## src/sv/assert_macros.svh

```systemverilog
// ----------------------------------------------------------------------------
// Assertion macros
// Short forms for the clocked, reset-qualified property checks used in RTL.
// ----------------------------------------------------------------------------
`ifndef ASSERT_MACROS_SVH
`define ASSERT_MACROS_SVH

// Same-cycle implication, checked only while reset is released.
`define ASSERT_IMPLIES(label, clk, rst_n, ante, cons, msg) \
    label: assert property (@(posedge clk) disable iff (!(rst_n)) (ante) |-> (cons)) \
        else $error(msg);

// Next-cycle implication, checked only while reset is released.
`define ASSERT_NEXT(label, clk, rst_n, ante, cons, msg) \
    label: assert property (@(posedge clk) disable iff (!(rst_n)) (ante) |=> (cons)) \
        else $error(msg);

`endif

```

## src/sv/stoi_pkg.sv

```systemverilog
// ----------------------------------------------------------------------------
// stoi_pkg
// Shared types and character/base constants of the string-to-integer parser.
// ----------------------------------------------------------------------------
package stoi_pkg;

    localparam int CHAR_W       = 8;
    localparam int BASE_W       = 6;
    localparam int OUT_VALUE_W  = 64;
    localparam int OUT_OFFSET_W = 16;

    localparam logic [CHAR_W-1:0] CHAR_MINUS = 8'h2D;
    localparam logic [CHAR_W-1:0] CHAR_PLUS  = 8'h2B;
    localparam logic [CHAR_W-1:0] CHAR_ZERO  = 8'h30;
    localparam logic [CHAR_W-1:0] CHAR_NINE  = 8'h39;
    localparam logic [CHAR_W-1:0] CHAR_X_LO  = 8'h78;
    localparam logic [CHAR_W-1:0] CHAR_X_UP  = 8'h58;
    localparam logic [CHAR_W-1:0] CHAR_A_LO  = 8'h61;
    localparam logic [CHAR_W-1:0] CHAR_Z_LO  = 8'h7A;
    localparam logic [CHAR_W-1:0] CHAR_A_UP  = 8'h41;
    localparam logic [CHAR_W-1:0] CHAR_Z_UP  = 8'h5A;
    localparam logic [CHAR_W-1:0] CHAR_SPACE = 8'h20;
    localparam logic [CHAR_W-1:0] CHAR_TAB   = 8'h09;
    localparam logic [CHAR_W-1:0] CHAR_CR    = 8'h0D;

    localparam logic [BASE_W-1:0] BASE_AUTO = 6'd0;
    localparam logic [BASE_W-1:0] BASE_MIN  = 6'd2;
    localparam logic [BASE_W-1:0] BASE_OCT  = 6'd8;
    localparam logic [BASE_W-1:0] BASE_DEC  = 6'd10;
    localparam logic [BASE_W-1:0] BASE_HEX  = 6'd16;
    localparam logic [BASE_W-1:0] BASE_MAX  = 6'd36;
    localparam logic [BASE_W-1:0] NO_DIGIT  = 6'd63;

    typedef struct packed {
        logic              is_space;
        logic              is_sign;
        logic              is_minus;
        logic              is_zero;
        logic              is_x;
        logic [BASE_W-1:0] digit;
    } t_char_class;

endpackage

```

## src/sv/stoi_char_class.sv

```systemverilog
// ----------------------------------------------------------------------------
// stoi_char_class
// Classifies one character: whitespace, sign, zero, x, and its digit value.
// ----------------------------------------------------------------------------
module stoi_char_class (
    input  logic [stoi_pkg::CHAR_W-1:0] i_char,
    output stoi_pkg::t_char_class       o_class
);
    import stoi_pkg::*;

    always_comb begin
        o_class.is_space = (i_char == CHAR_SPACE) ||
                           ((i_char >= CHAR_TAB) && (i_char <= CHAR_CR));
        o_class.is_sign  = (i_char == CHAR_MINUS) || (i_char == CHAR_PLUS);
        o_class.is_minus = (i_char == CHAR_MINUS);
        o_class.is_zero  = (i_char == CHAR_ZERO);
        o_class.is_x     = (i_char == CHAR_X_LO) || (i_char == CHAR_X_UP);
        o_class.digit    = NO_DIGIT;
        if ((i_char >= CHAR_ZERO) && (i_char <= CHAR_NINE)) begin
            o_class.digit = BASE_W'(i_char - CHAR_ZERO);
        end else if ((i_char >= CHAR_A_LO) && (i_char <= CHAR_Z_LO)) begin
            o_class.digit = BASE_W'(i_char - CHAR_A_LO + CHAR_W'(10));
        end else if ((i_char >= CHAR_A_UP) && (i_char <= CHAR_Z_UP)) begin
            o_class.digit = BASE_W'(i_char - CHAR_A_UP + CHAR_W'(10));
        end
    end

endmodule

```

## src/sv/stoi_mac.sv

```systemverilog
// ----------------------------------------------------------------------------
// stoi_mac
// One multiply-accumulate step, acc * base + digit, with a range check.
// ----------------------------------------------------------------------------
module stoi_mac #(
    parameter int VALUE_WIDTH = 64
) (
    input  logic [VALUE_WIDTH-1:0]      i_acc,
    input  logic [stoi_pkg::BASE_W-1:0] i_base,
    input  logic [stoi_pkg::BASE_W-1:0] i_digit,
    input  logic                        i_negative,
    output logic [VALUE_WIDTH-1:0]      o_sum,
    output logic                        o_overflow
);
    import stoi_pkg::*;

    localparam int SUM_W = VALUE_WIDTH + BASE_W + 1;

    logic [SUM_W-1:0] w_sum;
    logic [SUM_W-1:0] w_half;
    logic [SUM_W-1:0] w_limit;

    // The negative side reaches one step further than the positive side.
    assign w_half     = SUM_W'(1) << (VALUE_WIDTH - 1);
    assign w_limit    = i_negative ? w_half : (w_half - SUM_W'(1));
    assign w_sum      = (SUM_W'(i_acc) * SUM_W'(i_base)) + SUM_W'(i_digit);
    assign o_overflow = (w_sum > w_limit);
    assign o_sum      = w_sum[VALUE_WIDTH-1:0];

endmodule

```

## src/sv/string_to_signed_integer_parser_core.sv

```systemverilog
// ----------------------------------------------------------------------------
// string_to_signed_integer_parser_core
// Streaming strtol: one character per transaction in, one result per string.
// ----------------------------------------------------------------------------
// The core accepts one character in every clock cycle while the result
// slot is free. A character is held in the input register, and the step
// logic then writes the result register when the string ends. The
// rate is set by the parse-state loop, whose critical path is the
// VALUE_WIDTH by 6-bit multiply-accumulate of the digit accumulator and its
// compare against the signed limit. While a finished result waits for the
// downstream side, the input register holds at most one more character and
// the character stream is stalled until the result transaction is taken.
// There is no clearing pass after reset.
`include "assert_macros.svh"

module string_to_signed_integer_parser_core #(
    parameter int VALUE_WIDTH  = 64,
    parameter int OFFSET_WIDTH = 16
) (
    input  logic        i_clk,
    input  logic        i_rst_n,
    // Configuration: radix 2..36, or 0 for detection from the prefix.
    input  logic        i_cfg_wr_en,
    input  logic [5:0]  i_cfg_wr_data,
    // Character stream.
    input  logic        s_axis_tvalid,
    output logic        s_axis_tready,
    input  logic [7:0]  s_axis_tdata,   // [7:0] character
    input  logic        s_axis_tuser,   // [0] first
    input  logic        s_axis_tlast,   // last character of the string
    // Result stream.
    output logic        m_axis_tvalid,
    input  logic        m_axis_tready,
    output logic [79:0] m_axis_tdata,   // [63:0] value, [79:64] end_offset
    output logic [1:0]  m_axis_tuser    // [0] overflowed, [1] converted
);
    import stoi_pkg::*;

    typedef enum logic [2:0] {
        PH_SPACE,
        PH_SIGN,
        PH_ZERO,
        PH_PREFIX,
        PH_DIGITS,
        PH_DONE
    } t_phase;

    function automatic logic [OFFSET_WIDTH-1:0] offset_inc(input logic [OFFSET_WIDTH-1:0] p);
        return (&p) ? p : (p + OFFSET_WIDTH'(1));
    endfunction

    // Input register.
    logic              r_in_valid;
    logic [CHAR_W-1:0] r_in_char;
    logic              r_in_first;
    logic              r_in_last;

    // Configuration and parse state.
    logic [BASE_W-1:0]       r_number_base;
    t_phase                  r_phase,    n_phase;
    logic                    r_neg,      n_neg;
    logic [VALUE_WIDTH-1:0]  r_acc,      n_acc;
    logic                    r_ovs,      n_ovs;
    logic [BASE_W-1:0]       r_ab,       n_ab;
    logic [OFFSET_WIDTH-1:0] r_pos,      n_pos;
    logic [OFFSET_WIDTH-1:0] r_fb,       n_fb;

    // Result register.
    logic                    r_out_valid, n_out_valid;
    logic [79:0]             r_out_tdata, n_out_tdata;
    logic [1:0]              r_out_tuser, n_out_tuser;

    logic                    w_out_free;
    logic                    w_step;
    t_char_class             w_class;
    t_phase                  w_ph0;
    logic                    w_neg0;
    logic [VALUE_WIDTH-1:0]  w_acc0;
    logic                    w_ovs0;
    logic [OFFSET_WIDTH-1:0] w_pos0;
    logic [OFFSET_WIDTH-1:0] w_fb0;
    logic [BASE_W-1:0]       w_sign_base;
    logic                    w_base_ok;
    logic [BASE_W-1:0]       w_eff_base;
    logic [BASE_W-1:0]       w_zero_base;
    logic [BASE_W-1:0]       w_mac_base;
    logic [VALUE_WIDTH-1:0]  w_mac_sum;
    logic                    w_mac_ovf;

    // A result slot is free when empty or being drained this cycle; the input
    // register refills whenever it is empty or moves into the step logic.
    assign w_out_free    = !r_out_valid || m_axis_tready;
    assign w_step        = r_in_valid && w_out_free;
    assign s_axis_tready = !r_in_valid || w_out_free;

    assign m_axis_tvalid = r_out_valid;
    assign m_axis_tdata  = r_out_tdata;
    assign m_axis_tuser  = r_out_tuser;

    stoi_char_class u_class (
        .i_char  (r_in_char),
        .o_class (w_class)
    );

    // A first marker restarts the string before the character is looked at.
    assign w_ph0  = r_in_first ? PH_SPACE : r_phase;
    assign w_neg0 = r_in_first ? 1'b0 : r_neg;
    assign w_acc0 = r_in_first ? '0 : r_acc;
    assign w_ovs0 = r_in_first ? 1'b0 : r_ovs;
    assign w_pos0 = r_in_first ? '0 : r_pos;
    assign w_fb0  = r_in_first ? '0 : r_fb;

    // The base is sampled from the register while whitespace is skipped.
    assign w_sign_base = (w_ph0 == PH_SPACE) ? r_number_base : r_ab;
    assign w_base_ok   = (w_sign_base == BASE_AUTO) ||
                         ((w_sign_base >= BASE_MIN) && (w_sign_base <= BASE_MAX));
    assign w_eff_base  = (w_sign_base == BASE_AUTO) ? BASE_DEC : w_sign_base;
    assign w_zero_base = (r_ab == BASE_AUTO) ? BASE_OCT : r_ab;

    // Only one digit can be accumulated per character, so one multiplier
    // serves every phase; its base follows the phase the character lands in.
    always_comb begin
        unique case (w_ph0)
            PH_ZERO:   w_mac_base = w_zero_base;
            PH_PREFIX: w_mac_base = BASE_HEX;
            PH_DIGITS: w_mac_base = r_ab;
            default:   w_mac_base = w_eff_base;
        endcase
    end

    stoi_mac #(
        .VALUE_WIDTH (VALUE_WIDTH)
    ) u_mac (
        .i_acc      (w_acc0),
        .i_base     (w_mac_base),
        .i_digit    (w_class.digit),
        .i_negative (w_neg0),
        .o_sum      (w_mac_sum),
        .o_overflow (w_mac_ovf)
    );

    // Step logic: advances the parse state by one character and, when the
    // string ends here, builds the result transaction.
    always_comb begin
        t_phase                         ph;
        logic                           neg;
        logic [VALUE_WIDTH-1:0]         acc;
        logic                           ovs;
        logic [BASE_W-1:0]              ab;
        logic [OFFSET_WIDTH-1:0]        pos;
        logic [OFFSET_WIDTH-1:0]        fb;
        logic                           do_acc;
        logic                           emit;
        logic                           conv;
        logic [OFFSET_WIDTH-1:0]        endo;
        logic [VALUE_WIDTH-1:0]         half;
        logic signed [VALUE_WIDTH-1:0]  v;

        ph        = w_ph0;
        neg       = w_neg0;
        acc       = w_acc0;
        ovs       = w_ovs0;
        ab        = r_ab;
        pos       = w_pos0;
        fb        = w_fb0;
        do_acc    = 1'b0;
        emit      = 1'b0;
        conv      = 1'b0;
        endo      = '0;
        half      = VALUE_WIDTH'(1) << (VALUE_WIDTH - 1);
        v         = '0;

        n_phase     = r_phase;
        n_neg       = r_neg;
        n_acc       = r_acc;
        n_ovs       = r_ovs;
        n_ab        = r_ab;
        n_pos       = r_pos;
        n_fb        = r_fb;
        n_out_valid = r_out_valid && !m_axis_tready;
        n_out_tdata = r_out_tdata;
        n_out_tuser = r_out_tuser;

        if (w_step) begin
            if (ph != PH_DONE) begin
                unique case (ph)
                    PH_SPACE, PH_SIGN: begin
                        if (ph == PH_SPACE) begin
                            ab = r_number_base;
                        end
                        if ((ph == PH_SPACE) && w_class.is_space) begin
                            ph = PH_SPACE;
                        end else if ((ph == PH_SPACE) && w_class.is_sign) begin
                            neg = w_class.is_minus;
                            ph  = PH_SIGN;
                        end else if (w_base_ok && w_class.is_zero &&
                                     ((w_sign_base == BASE_AUTO) ||
                                      (w_sign_base == BASE_HEX))) begin
                            ph = PH_ZERO;
                            fb = offset_inc(pos);
                        end else if (w_base_ok && (w_class.digit < w_eff_base)) begin
                            ab     = w_eff_base;
                            do_acc = 1'b1;
                            ph     = PH_DIGITS;
                        end else begin
                            emit = 1'b1;
                        end
                    end
                    PH_ZERO: begin
                        if (w_class.is_x) begin
                            ab = BASE_HEX;
                            ph = PH_PREFIX;
                        end else begin
                            ab = w_zero_base;
                            ph = PH_DIGITS;
                            if (w_class.digit < w_zero_base) begin
                                do_acc = 1'b1;
                            end else begin
                                emit = 1'b1;
                                conv = 1'b1;
                                endo = pos;
                            end
                        end
                    end
                    PH_PREFIX: begin
                        if (w_class.digit < BASE_HEX) begin
                            do_acc = 1'b1;
                            ph     = PH_DIGITS;
                        end else begin
                            // Bare prefix: only the leading zero counts.
                            emit = 1'b1;
                            conv = 1'b1;
                            endo = fb;
                        end
                    end
                    PH_DIGITS: begin
                        if (w_class.digit < r_ab) begin
                            do_acc = 1'b1;
                        end else begin
                            emit = 1'b1;
                            conv = 1'b1;
                            endo = pos;
                        end
                    end
                    default: begin
                        ph = r_phase;
                    end
                endcase

                // Once out of range the accumulator freezes and the flag holds.
                if (do_acc && !ovs) begin
                    if (w_mac_ovf) begin
                        ovs = 1'b1;
                    end else begin
                        acc = w_mac_sum;
                    end
                end

                // The last character closes whatever is still open.
                if (!emit && r_in_last) begin
                    emit = 1'b1;
                    priority case (ph)
                        PH_SPACE, PH_SIGN: begin
                            conv = 1'b0;
                        end
                        PH_PREFIX: begin
                            conv = 1'b1;
                            endo = fb;
                        end
                        default: begin
                            conv = 1'b1;
                            endo = offset_inc(pos);
                        end
                    endcase
                end

                if (emit) begin
                    ph = PH_DONE;
                    if (conv) begin
                        if (ovs) begin
                            v = neg ? half : (half - VALUE_WIDTH'(1));
                        end else begin
                            v = neg ? (VALUE_WIDTH'(0) - acc) : acc;
                        end
                    end
                    n_out_valid = 1'b1;
                    n_out_tdata = {OUT_OFFSET_W'(endo), OUT_VALUE_W'(v)};
                    n_out_tuser = {conv, conv && ovs};
                end

                pos = offset_inc(pos);
            end

            n_phase = ph;
            n_neg   = neg;
            n_acc   = acc;
            n_ovs   = ovs;
            n_ab    = ab;
            n_pos   = pos;
            n_fb    = fb;
        end
    end

    always_ff @(posedge i_clk) begin
        if (!i_rst_n) begin
            r_in_valid    <= 1'b0;
            r_number_base <= BASE_DEC;
            r_phase       <= PH_SPACE;
            r_neg         <= 1'b0;
            r_acc         <= '0;
            r_ovs         <= 1'b0;
            r_ab          <= BASE_DEC;
            r_pos         <= '0;
            r_fb          <= '0;
            r_out_valid   <= 1'b0;
        end else begin
            if (s_axis_tready) begin
                r_in_valid <= s_axis_tvalid;
            end
            if (i_cfg_wr_en) begin
                r_number_base <= i_cfg_wr_data;
            end
            r_phase     <= n_phase;
            r_neg       <= n_neg;
            r_acc       <= n_acc;
            r_ovs       <= n_ovs;
            r_ab        <= n_ab;
            r_pos       <= n_pos;
            r_fb        <= n_fb;
            r_out_valid <= n_out_valid;
        end
    end

    // Payload registers carry no reset.
    always_ff @(posedge i_clk) begin
        if (s_axis_tready && s_axis_tvalid) begin
            r_in_char  <= s_axis_tdata;
            r_in_first <= s_axis_tuser;
            r_in_last  <= s_axis_tlast;
        end
        r_out_tdata <= n_out_tdata;
        r_out_tuser <= n_out_tuser;
    end

    // An overflow is only ever reported together with a conversion.
    `ASSERT_IMPLIES(a_ovf_needs_conv, i_clk, i_rst_n,
        m_axis_tvalid && m_axis_tuser[0], m_axis_tuser[1], "overflow without conversion")

    // A result with nothing converted carries zero value and zero offset.
    `ASSERT_IMPLIES(a_noconv_zero, i_clk, i_rst_n,
        m_axis_tvalid && !m_axis_tuser[1], m_axis_tdata == 80'd0, "nonzero empty result")

    // A finished string stays silent until the next first marker.
    `ASSERT_NEXT(a_done_silent, i_clk, i_rst_n,
        w_step && (r_phase == PH_DONE) && !r_in_first, !m_axis_tvalid, "result after end")

    // The last character of an open string always produces a result.
    `ASSERT_NEXT(a_last_emits, i_clk, i_rst_n,
        w_step && r_in_last && ((r_phase != PH_DONE) || r_in_first), m_axis_tvalid,
        "last character gave no result")

endmodule

```

## config.mk

```make
export PLATFORM = sky130hd
export DESIGN_NAME = string_to_signed_integer_parser_core
export DESIGN_NICKNAME = d
export VERILOG_FILES = /design/src/sv/stoi_pkg.sv /design/src/sv/stoi_char_class.sv /design/src/sv/stoi_mac.sv /design/src/sv/string_to_signed_integer_parser_core.sv
export VERILOG_INCLUDE_DIRS = /design/src /design/src/sv
export SDC_FILE = /design/constraint.sdc
export NUM_CORES = 2
export LEC_CHECK = 0
export BUFFER_PORTS_ARGS = -buffer_cell sky130_fd_sc_hd__buf_2
export CAP_MARGIN = 5
export CORE_MARGIN = 4
export CORE_UTILIZATION = 44
export CTS_CLUSTER_DIAMETER = 50
export DETAILED_ROUTE_END_ITERATION = 10
export GPL_TIMING_DRIVEN = 0
export HOLD_SLACK_MARGIN = 0.03
export SYNTH_ARGS = -nofsm -noshare
export SYNTH_HDL_FRONTEND = slang
export SYNTH_SLANG_ARGS = --single-unit
```

## constraint.sdc

```tcl
create_clock -name i_clk -period 37.6 [get_ports i_clk]
set_clock_uncertainty 0.1 [all_clocks]
set_input_delay 5.64 -clock i_clk [delete_from_list [all_inputs] [get_ports i_clk]]
set_output_delay 5.64 -clock i_clk [all_outputs]
set_load 0.05 [all_outputs]
```

Word-level counts from Yosys, hierarchy flattened
Index checks and enable logic that the tools add are counted.
Word-level totals
  input port bits: 21
  flip-flop bits (word level): 207
Operators by class
  equal/unequal tests: 14
  multiply operators: 1
  reductions and logical operators: 38
  add/subtract/negate cells: 8
  magnitude comparators: 15
  muxes and demuxes: 97
Operator list (count)
  $mux W64: 10
  $mux W16: 14
  $add A70 B6 Y71: 1
  $gt A71 B64 Y1: 1
  $mul A64 B6 Y70: 1
  $mux W6: 11
  $sub A1 B64 Y64 const A: 1
  $pmux W16 S3: 1
  $mux W1: 43
  $mux W3: 11
  $eq A8 B6 Y1 const B: 4
  $pmux W16 S2: 1
  $lt A6 B6 Y1: 3
  $pmux W6 S3: 1
  $add A16 B1 Y16 const B: 1
  $eq A8 B7 Y1 const B: 2
  $ge A8 B7 Y1 const B: 2
  $le A8 B7 Y1 const B: 2
  $logic_and A1 B1 Y1: 16
  $reduce_and A16 Y1: 1
  $add A6 B4 Y6 const B: 2
  $logic_not A6 Y1: 2
  $pmux W3 S4: 1
  $pmux W6 S2: 1
  other kinds (22): 40

Longest topological paths before layout
  depth in word-level cells: 22
  depth in mapped cells: 56
  gate-level depth less buffers: 50

Hierarchy
Synthesis repeated with hierarchy kept, for this count alone.
Second synthesis, totals
  cells, all modules: 3451
  area total of the unflattened synthesis: 28889.0 um2
By module, submodules not included
  stoi_mac: sequential area each 0.0 um2, instances 1, cells an instance 1740, area an instance 14616.5 um2
  string_to_signed_integer_parser_core: sequential area each 5064.9 um2, instances 1, cells an instance 1641, area an instance 13787.0 um2
  stoi_char_class: sequential area each 0.0 um2, instances 1, cells an instance 70, area an instance 485.5 um2

Worst setup path after synthesis
Ideal clock, no wire load.
  path kind: reg-to-reg
  from: reg r_in_first
  to: reg r_out_tdata[44] (netlist: m_axis_tdata[44]), data pin
  setup slack: 24.680 ns
  stages on the path, launching flop included: 53
  path buffers: 9
  arrival time: 12.554 ns
  library setup time: 0.266 ns
  period minus slack after synthesis: 12.920 ns
  cells stage by stage: edfxtp_1 > inv_1 > clkbuf_1 > clkbuf_1 > clkbuf_1 > buf_1 > clkbuf_1 > nor2_1 > nor3_1 > clkbuf_1 > nand2_1 > fa_1 > fa_1 > inv_1 > fa_1 > inv_1 > fa_1 > inv_1 > [17 not listed] > o211a_2 > o2111ai_4 > nor2_2 > buf_6 > buf_2 > buf_2 > nor2_1 > a21oi_1 > ha_1 > nand3b_1 > a2111oi_0 > nand3_1 > or3_1 > nor3_1 > a31oi_1 > o41ai_2 > xor2_1 > nor2_1
On the way
  word-level cells in the longest chain between the ends: 21
  elaborated cells on any way between the ends: 81
  classes of those cells: 2 x add/sub; 1 x mul; 4 x order compare; 6 x eq/ne; 51 x mux; 17 x reduce/logical
Ends and longest elaborated chain
  from (decl): line string_to_signed_integer_parser_core.sv:55  | logic r_in_first;
  from (signal assigned): line string_to_signed_integer_parser_core.sv:338  | r_in_first <= s_axis_tuser;
  parallel branches: the longest is 21 deep, another holds $add A70 B6 Y71
  to (signal assigned): line string_to_signed_integer_parser_core.sv:341  | r_out_tdata <= n_out_tdata;
  to (decl): line string_to_signed_integer_parser_core.sv:70  | logic [79:0] r_out_tdata, n_out_tdata;
Several ways; the timed one is not identified. The select of a mux whose other input is x is not followed.
A chain may end at the register's enable or synchronous reset.

Worst setup path in the final report
  from: reg r_in_first
  to: reg r_out_tdata[60] (netlist: m_axis_tdata[60]), data pin
Same word-level chain as after synthesis.

==> flow_summary_export.csv <==
group,metric,value,unit
synthesis,synth.yosys.warnings,0,
drt,drt_iter0_drc,3381,
timing,maximum_clock_rate,0.04763,GHz
drt,wl_per_cell,25.69,µm
drt,routed_wl,118600,µm
cells_and_area,diodes,0,
worst_setup_path,setup.worst_path.start_class,"register",
global_route,grt_pass1_wl,177400,µm
worst_setup_path,max_stage_delay_on_crit_path,0.84,ns
placed_design,gp_congestion,1.032,
timing,slew_viol_final,0,
cts,cts_tree,"done",
worst_setup_path,crit_path_end_kind,"register",
hold_path,hold_path_class,"reg -> reg",
global_route,first_global_vias,27765,
synthesis,postSynth.topFlopCell,"dfxtp_1",
global_route,number_of_antenna_violations_at_the_first_check_in_global_routing,4,
synthesis,yosysSeqAreaShare,17.72,%
cells_and_area,drive_gt1_share,7.445,%
cts,cts_resized,0,
floorplan,die_y,262.9,µm
worst_setup_path,setup.worst_path.class,"reg -> reg",
drt,drtPass1Iterations,6,
timing,fin_tns_setup,0,ns
floorplan,core_area,0.06435,mm²
power,post-layout-total-power,0.0009600,W
drt,detail_route.vias_per_cell,6.272,
cts,max-clock-path-buffers,3,
drt,route.vias.total,28951,
synthesis,synth.ff_latch_count,207,
worst_setup_path,critical-path-slowest-cell,"clkbuf_1",
cells_and_area,multi_input_comb_area,0.02199,mm²
timing,timing_worst_slew_pin_value,1.440,ns
synthesis,yosysUniqueCellTypes,101,
synthesis,synth_nets,4107,
cts,htree_num_levels,1,
timing,finalSetupViolations,0,
synthesis,synthesis.instances,3594,
cts,clk_pin_slew,0.07,ns
cts,clock_insertion_delay_worst_skew,0.60,ns
run,max_cap_viols,0,
cts,clockRootBuffer,"clkbuf_16",
global_route,globalRoute.totalOverflow,0,
drt,drc_errors,0,
hold_path,hold_path_depth,2,
global_route,groute.usage.overall,33.08,%
floorplan,rows,93,
cells_and_area,stdcell_area,0.03133,mm²
cells_and_area,final_nets,4251,
cts,cts_buffers,30,
worst_setup_path,required,37.83,ns
cells_and_area,register_area,0.005065,mm²
synthesis,edff_count_synth,92,
cells_and_area,fill_cells,6415,
timing,final.min_clock_period,20.99,ns
cts,cts-hold-fix-buffers,0,
power,p_per_area,30.64,mW/mm²
synthesis,ys_async_sr_fraction,0,%
floorplan,design.die.area,0.06910,mm²
worst_setup_path,cp_data_arrival_time,21.22,ns
worst_setup_path,critical_path_peak_fanout,10,
floorplan,die_width,262.9,µm
power,p_leak,14.11,nW
outcome,status,"finished clean",
floorplan,design.portCount,105,
timing,hold_viol_final,0,
synthesis,synth_area,0.02858,mm²
worst_setup_path,r2r_cells,52,
cts,cts.sink_count,207,
timing,finalCritPeriodShare,55.83,%
global_route,grt_max_degree,41,
worst_setup_path,cell_type_with_the_highest_occurrence_count_on_the_critical_path,"clkbuf_1",
floorplan,initial_core_util,44.42,%
cells_and_area,area_growth,9.609,%
placed_design,detailed_place_hpwl,95290,µm
cts,post-cts-setup-buffers,0,
timing,timing.slew.headroom,3.974,%
placed_design,placed_area,0.03031,mm²
placed_design,io_buffer_count,103,
power,ir_drop,0.03819,mV
timing,grt_setup_unrepaired,"false",
drt,ant_nets,0,
synthesis,syn_area_per_cell,7.953,µm²
==> through the flow <==
stage	worst slack (ns)	util, %	hold WS [ns]	instances
3_3_place_gp	16.49	46.88	0.3377	4552
4_1_cts	17.32	48.68	0.3649	4615
6_report	16.61	48.69	0.3663	4616
5_1_grt	16.12	48.69	0.3708	4616
3_5_place_dp	17.41	47.10	0.3562	4560
2_1_floorplan	24.68	-	0.3318	3594
==> final timing paths <==
path,slack (ns),endpoint,start
hold reg to reg,0.37,r_pos[14],r_pos[14]
hold / removal,0.37,r_pos[14],r_pos[14]
setup reg to reg,16.61,m_axis_tdata[60],r_in_first
setup / recovery,16.61,m_axis_tdata[60],r_in_first
==> placed cells by master, fill, tap and decap left out, types with 70 or more instances in the layout <==
master / instances
nand2_1: 398
ha_1: 240
nor3_1: 73
a22oi_1: 75
buf_2: 150
edfxtp_1: 92
fa_1: 252
dfxtp_1: 115
nor2_1: 579
a211oi_1: 70
inv_1: 174
o21ai_0: 180
clkbuf_1: 151
a21oi_1: 260
==> routing by layer <==
layer	vias up	part of all wire [%]	track usage (%)
li1	13081	-	-
met1	14046	43	46.01
met2	1525	44	51.87
met3	295	8.7	4.962
met4	4	4.9	13.52
met5	-	0.019	0
==> synth_stat cells, drive strengths merged (11+ instances only) <==
cell / number / area [µm²]
o21a: 27 / 202.7
buf: 68 / 337.8
nor2: 581 / 2183
nand4: 68 / 425.4
edfxtp: 92 / 2763
mux2: 21 / 244.0
nor3: 74 / 370.4
a211oi: 72 / 545.5
inv: 175 / 656.9
nand3: 68 / 340.3
o211ai: 23 / 172.7
o21ai: 193 / 965.9
or2: 14 / 87.59
and2: 30 / 187.7
nor4: 31 / 219.0
o211a: 11 / 110.1
a31oi: 38 / 244.0
nand2b: 28 / 175.2
nand2: 398 / 1494
ha: 240 / 3003
or3: 34 / 212.7
fa: 252 / 5045
nor2b: 48 / 300.3
mux2i: 38 / 392.9
xor2: 31 / 271.5
a21o: 49 / 367.9
o21bai: 11 / 82.58
or4: 12 / 90.09
a21oi: 261 / 1306
xnor2: 44 / 385.4
a22oi: 76 / 584.3
dfxtp: 115 / 2302
o22ai: 12 / 75.07
clkbuf: 149 / 559.3
and3: 28 / 175.2
==> cell type report <==
class                           count  area share [%]
Sequential cell                   207           16.17
Timing Repair Buffer              112           2.017
Multi-Input combinational cell   2994           70.19
Clock inverter                     23          0.8187
Tap cell                          855           3.415
Buffer                            217           2.864
Clock buffer                       32           2.420
Inverter                          176           2.109
==> critical path, delay by kind of cell (launching register included) <==
family | cells | cell delay, ns
buf+inv | 13 | 6.96
compound gates | 15 | 5.16
simple gates | 15 | 4.52
fa+ha+maj | 7 | 2.70
xor+xnor | 1 | 0.53
flops | 1 | 0.51
mux | 1 | 0.17
==> sequential cells by signal (all words and copies together), names as in the netlist, 2 cells and up <==
register,count
r_in_char,8
m_axis_tdata,80
r_fb,16
m_axis_tuser,2
r_ab,6
r_pos,16
r_phase,3
r_number_base,6
r_acc,64
==> power by group <==
group	internal (W)	total, W	switching (W)
Combinational	0.000116	0.000419	0.000302
Clock	0.000159	0.000286	0.000127
Sequential	0.000247	0.000255	0.00000761
Total	0.000523	0.000960	0.000437
==> cells by family after synthesis <==
| logic type | count (synthesis) | synth area share, % |
|---|---|---|
| AOI/OAI and AO/OA | 904 | 20.68 |
| xor gates and xnor gates | 75 | 2.298 |
| adders and majority gates | 492 | 28.16 |
| buffers and inverters | 393 | 5.450 |
| DFF | 207 | 17.72 |
| muxes | 59 | 2.228 |
| and+or+nand+nor | 1464 | 23.47 |
Note: power is estimated with default switching activity, not from simulation.
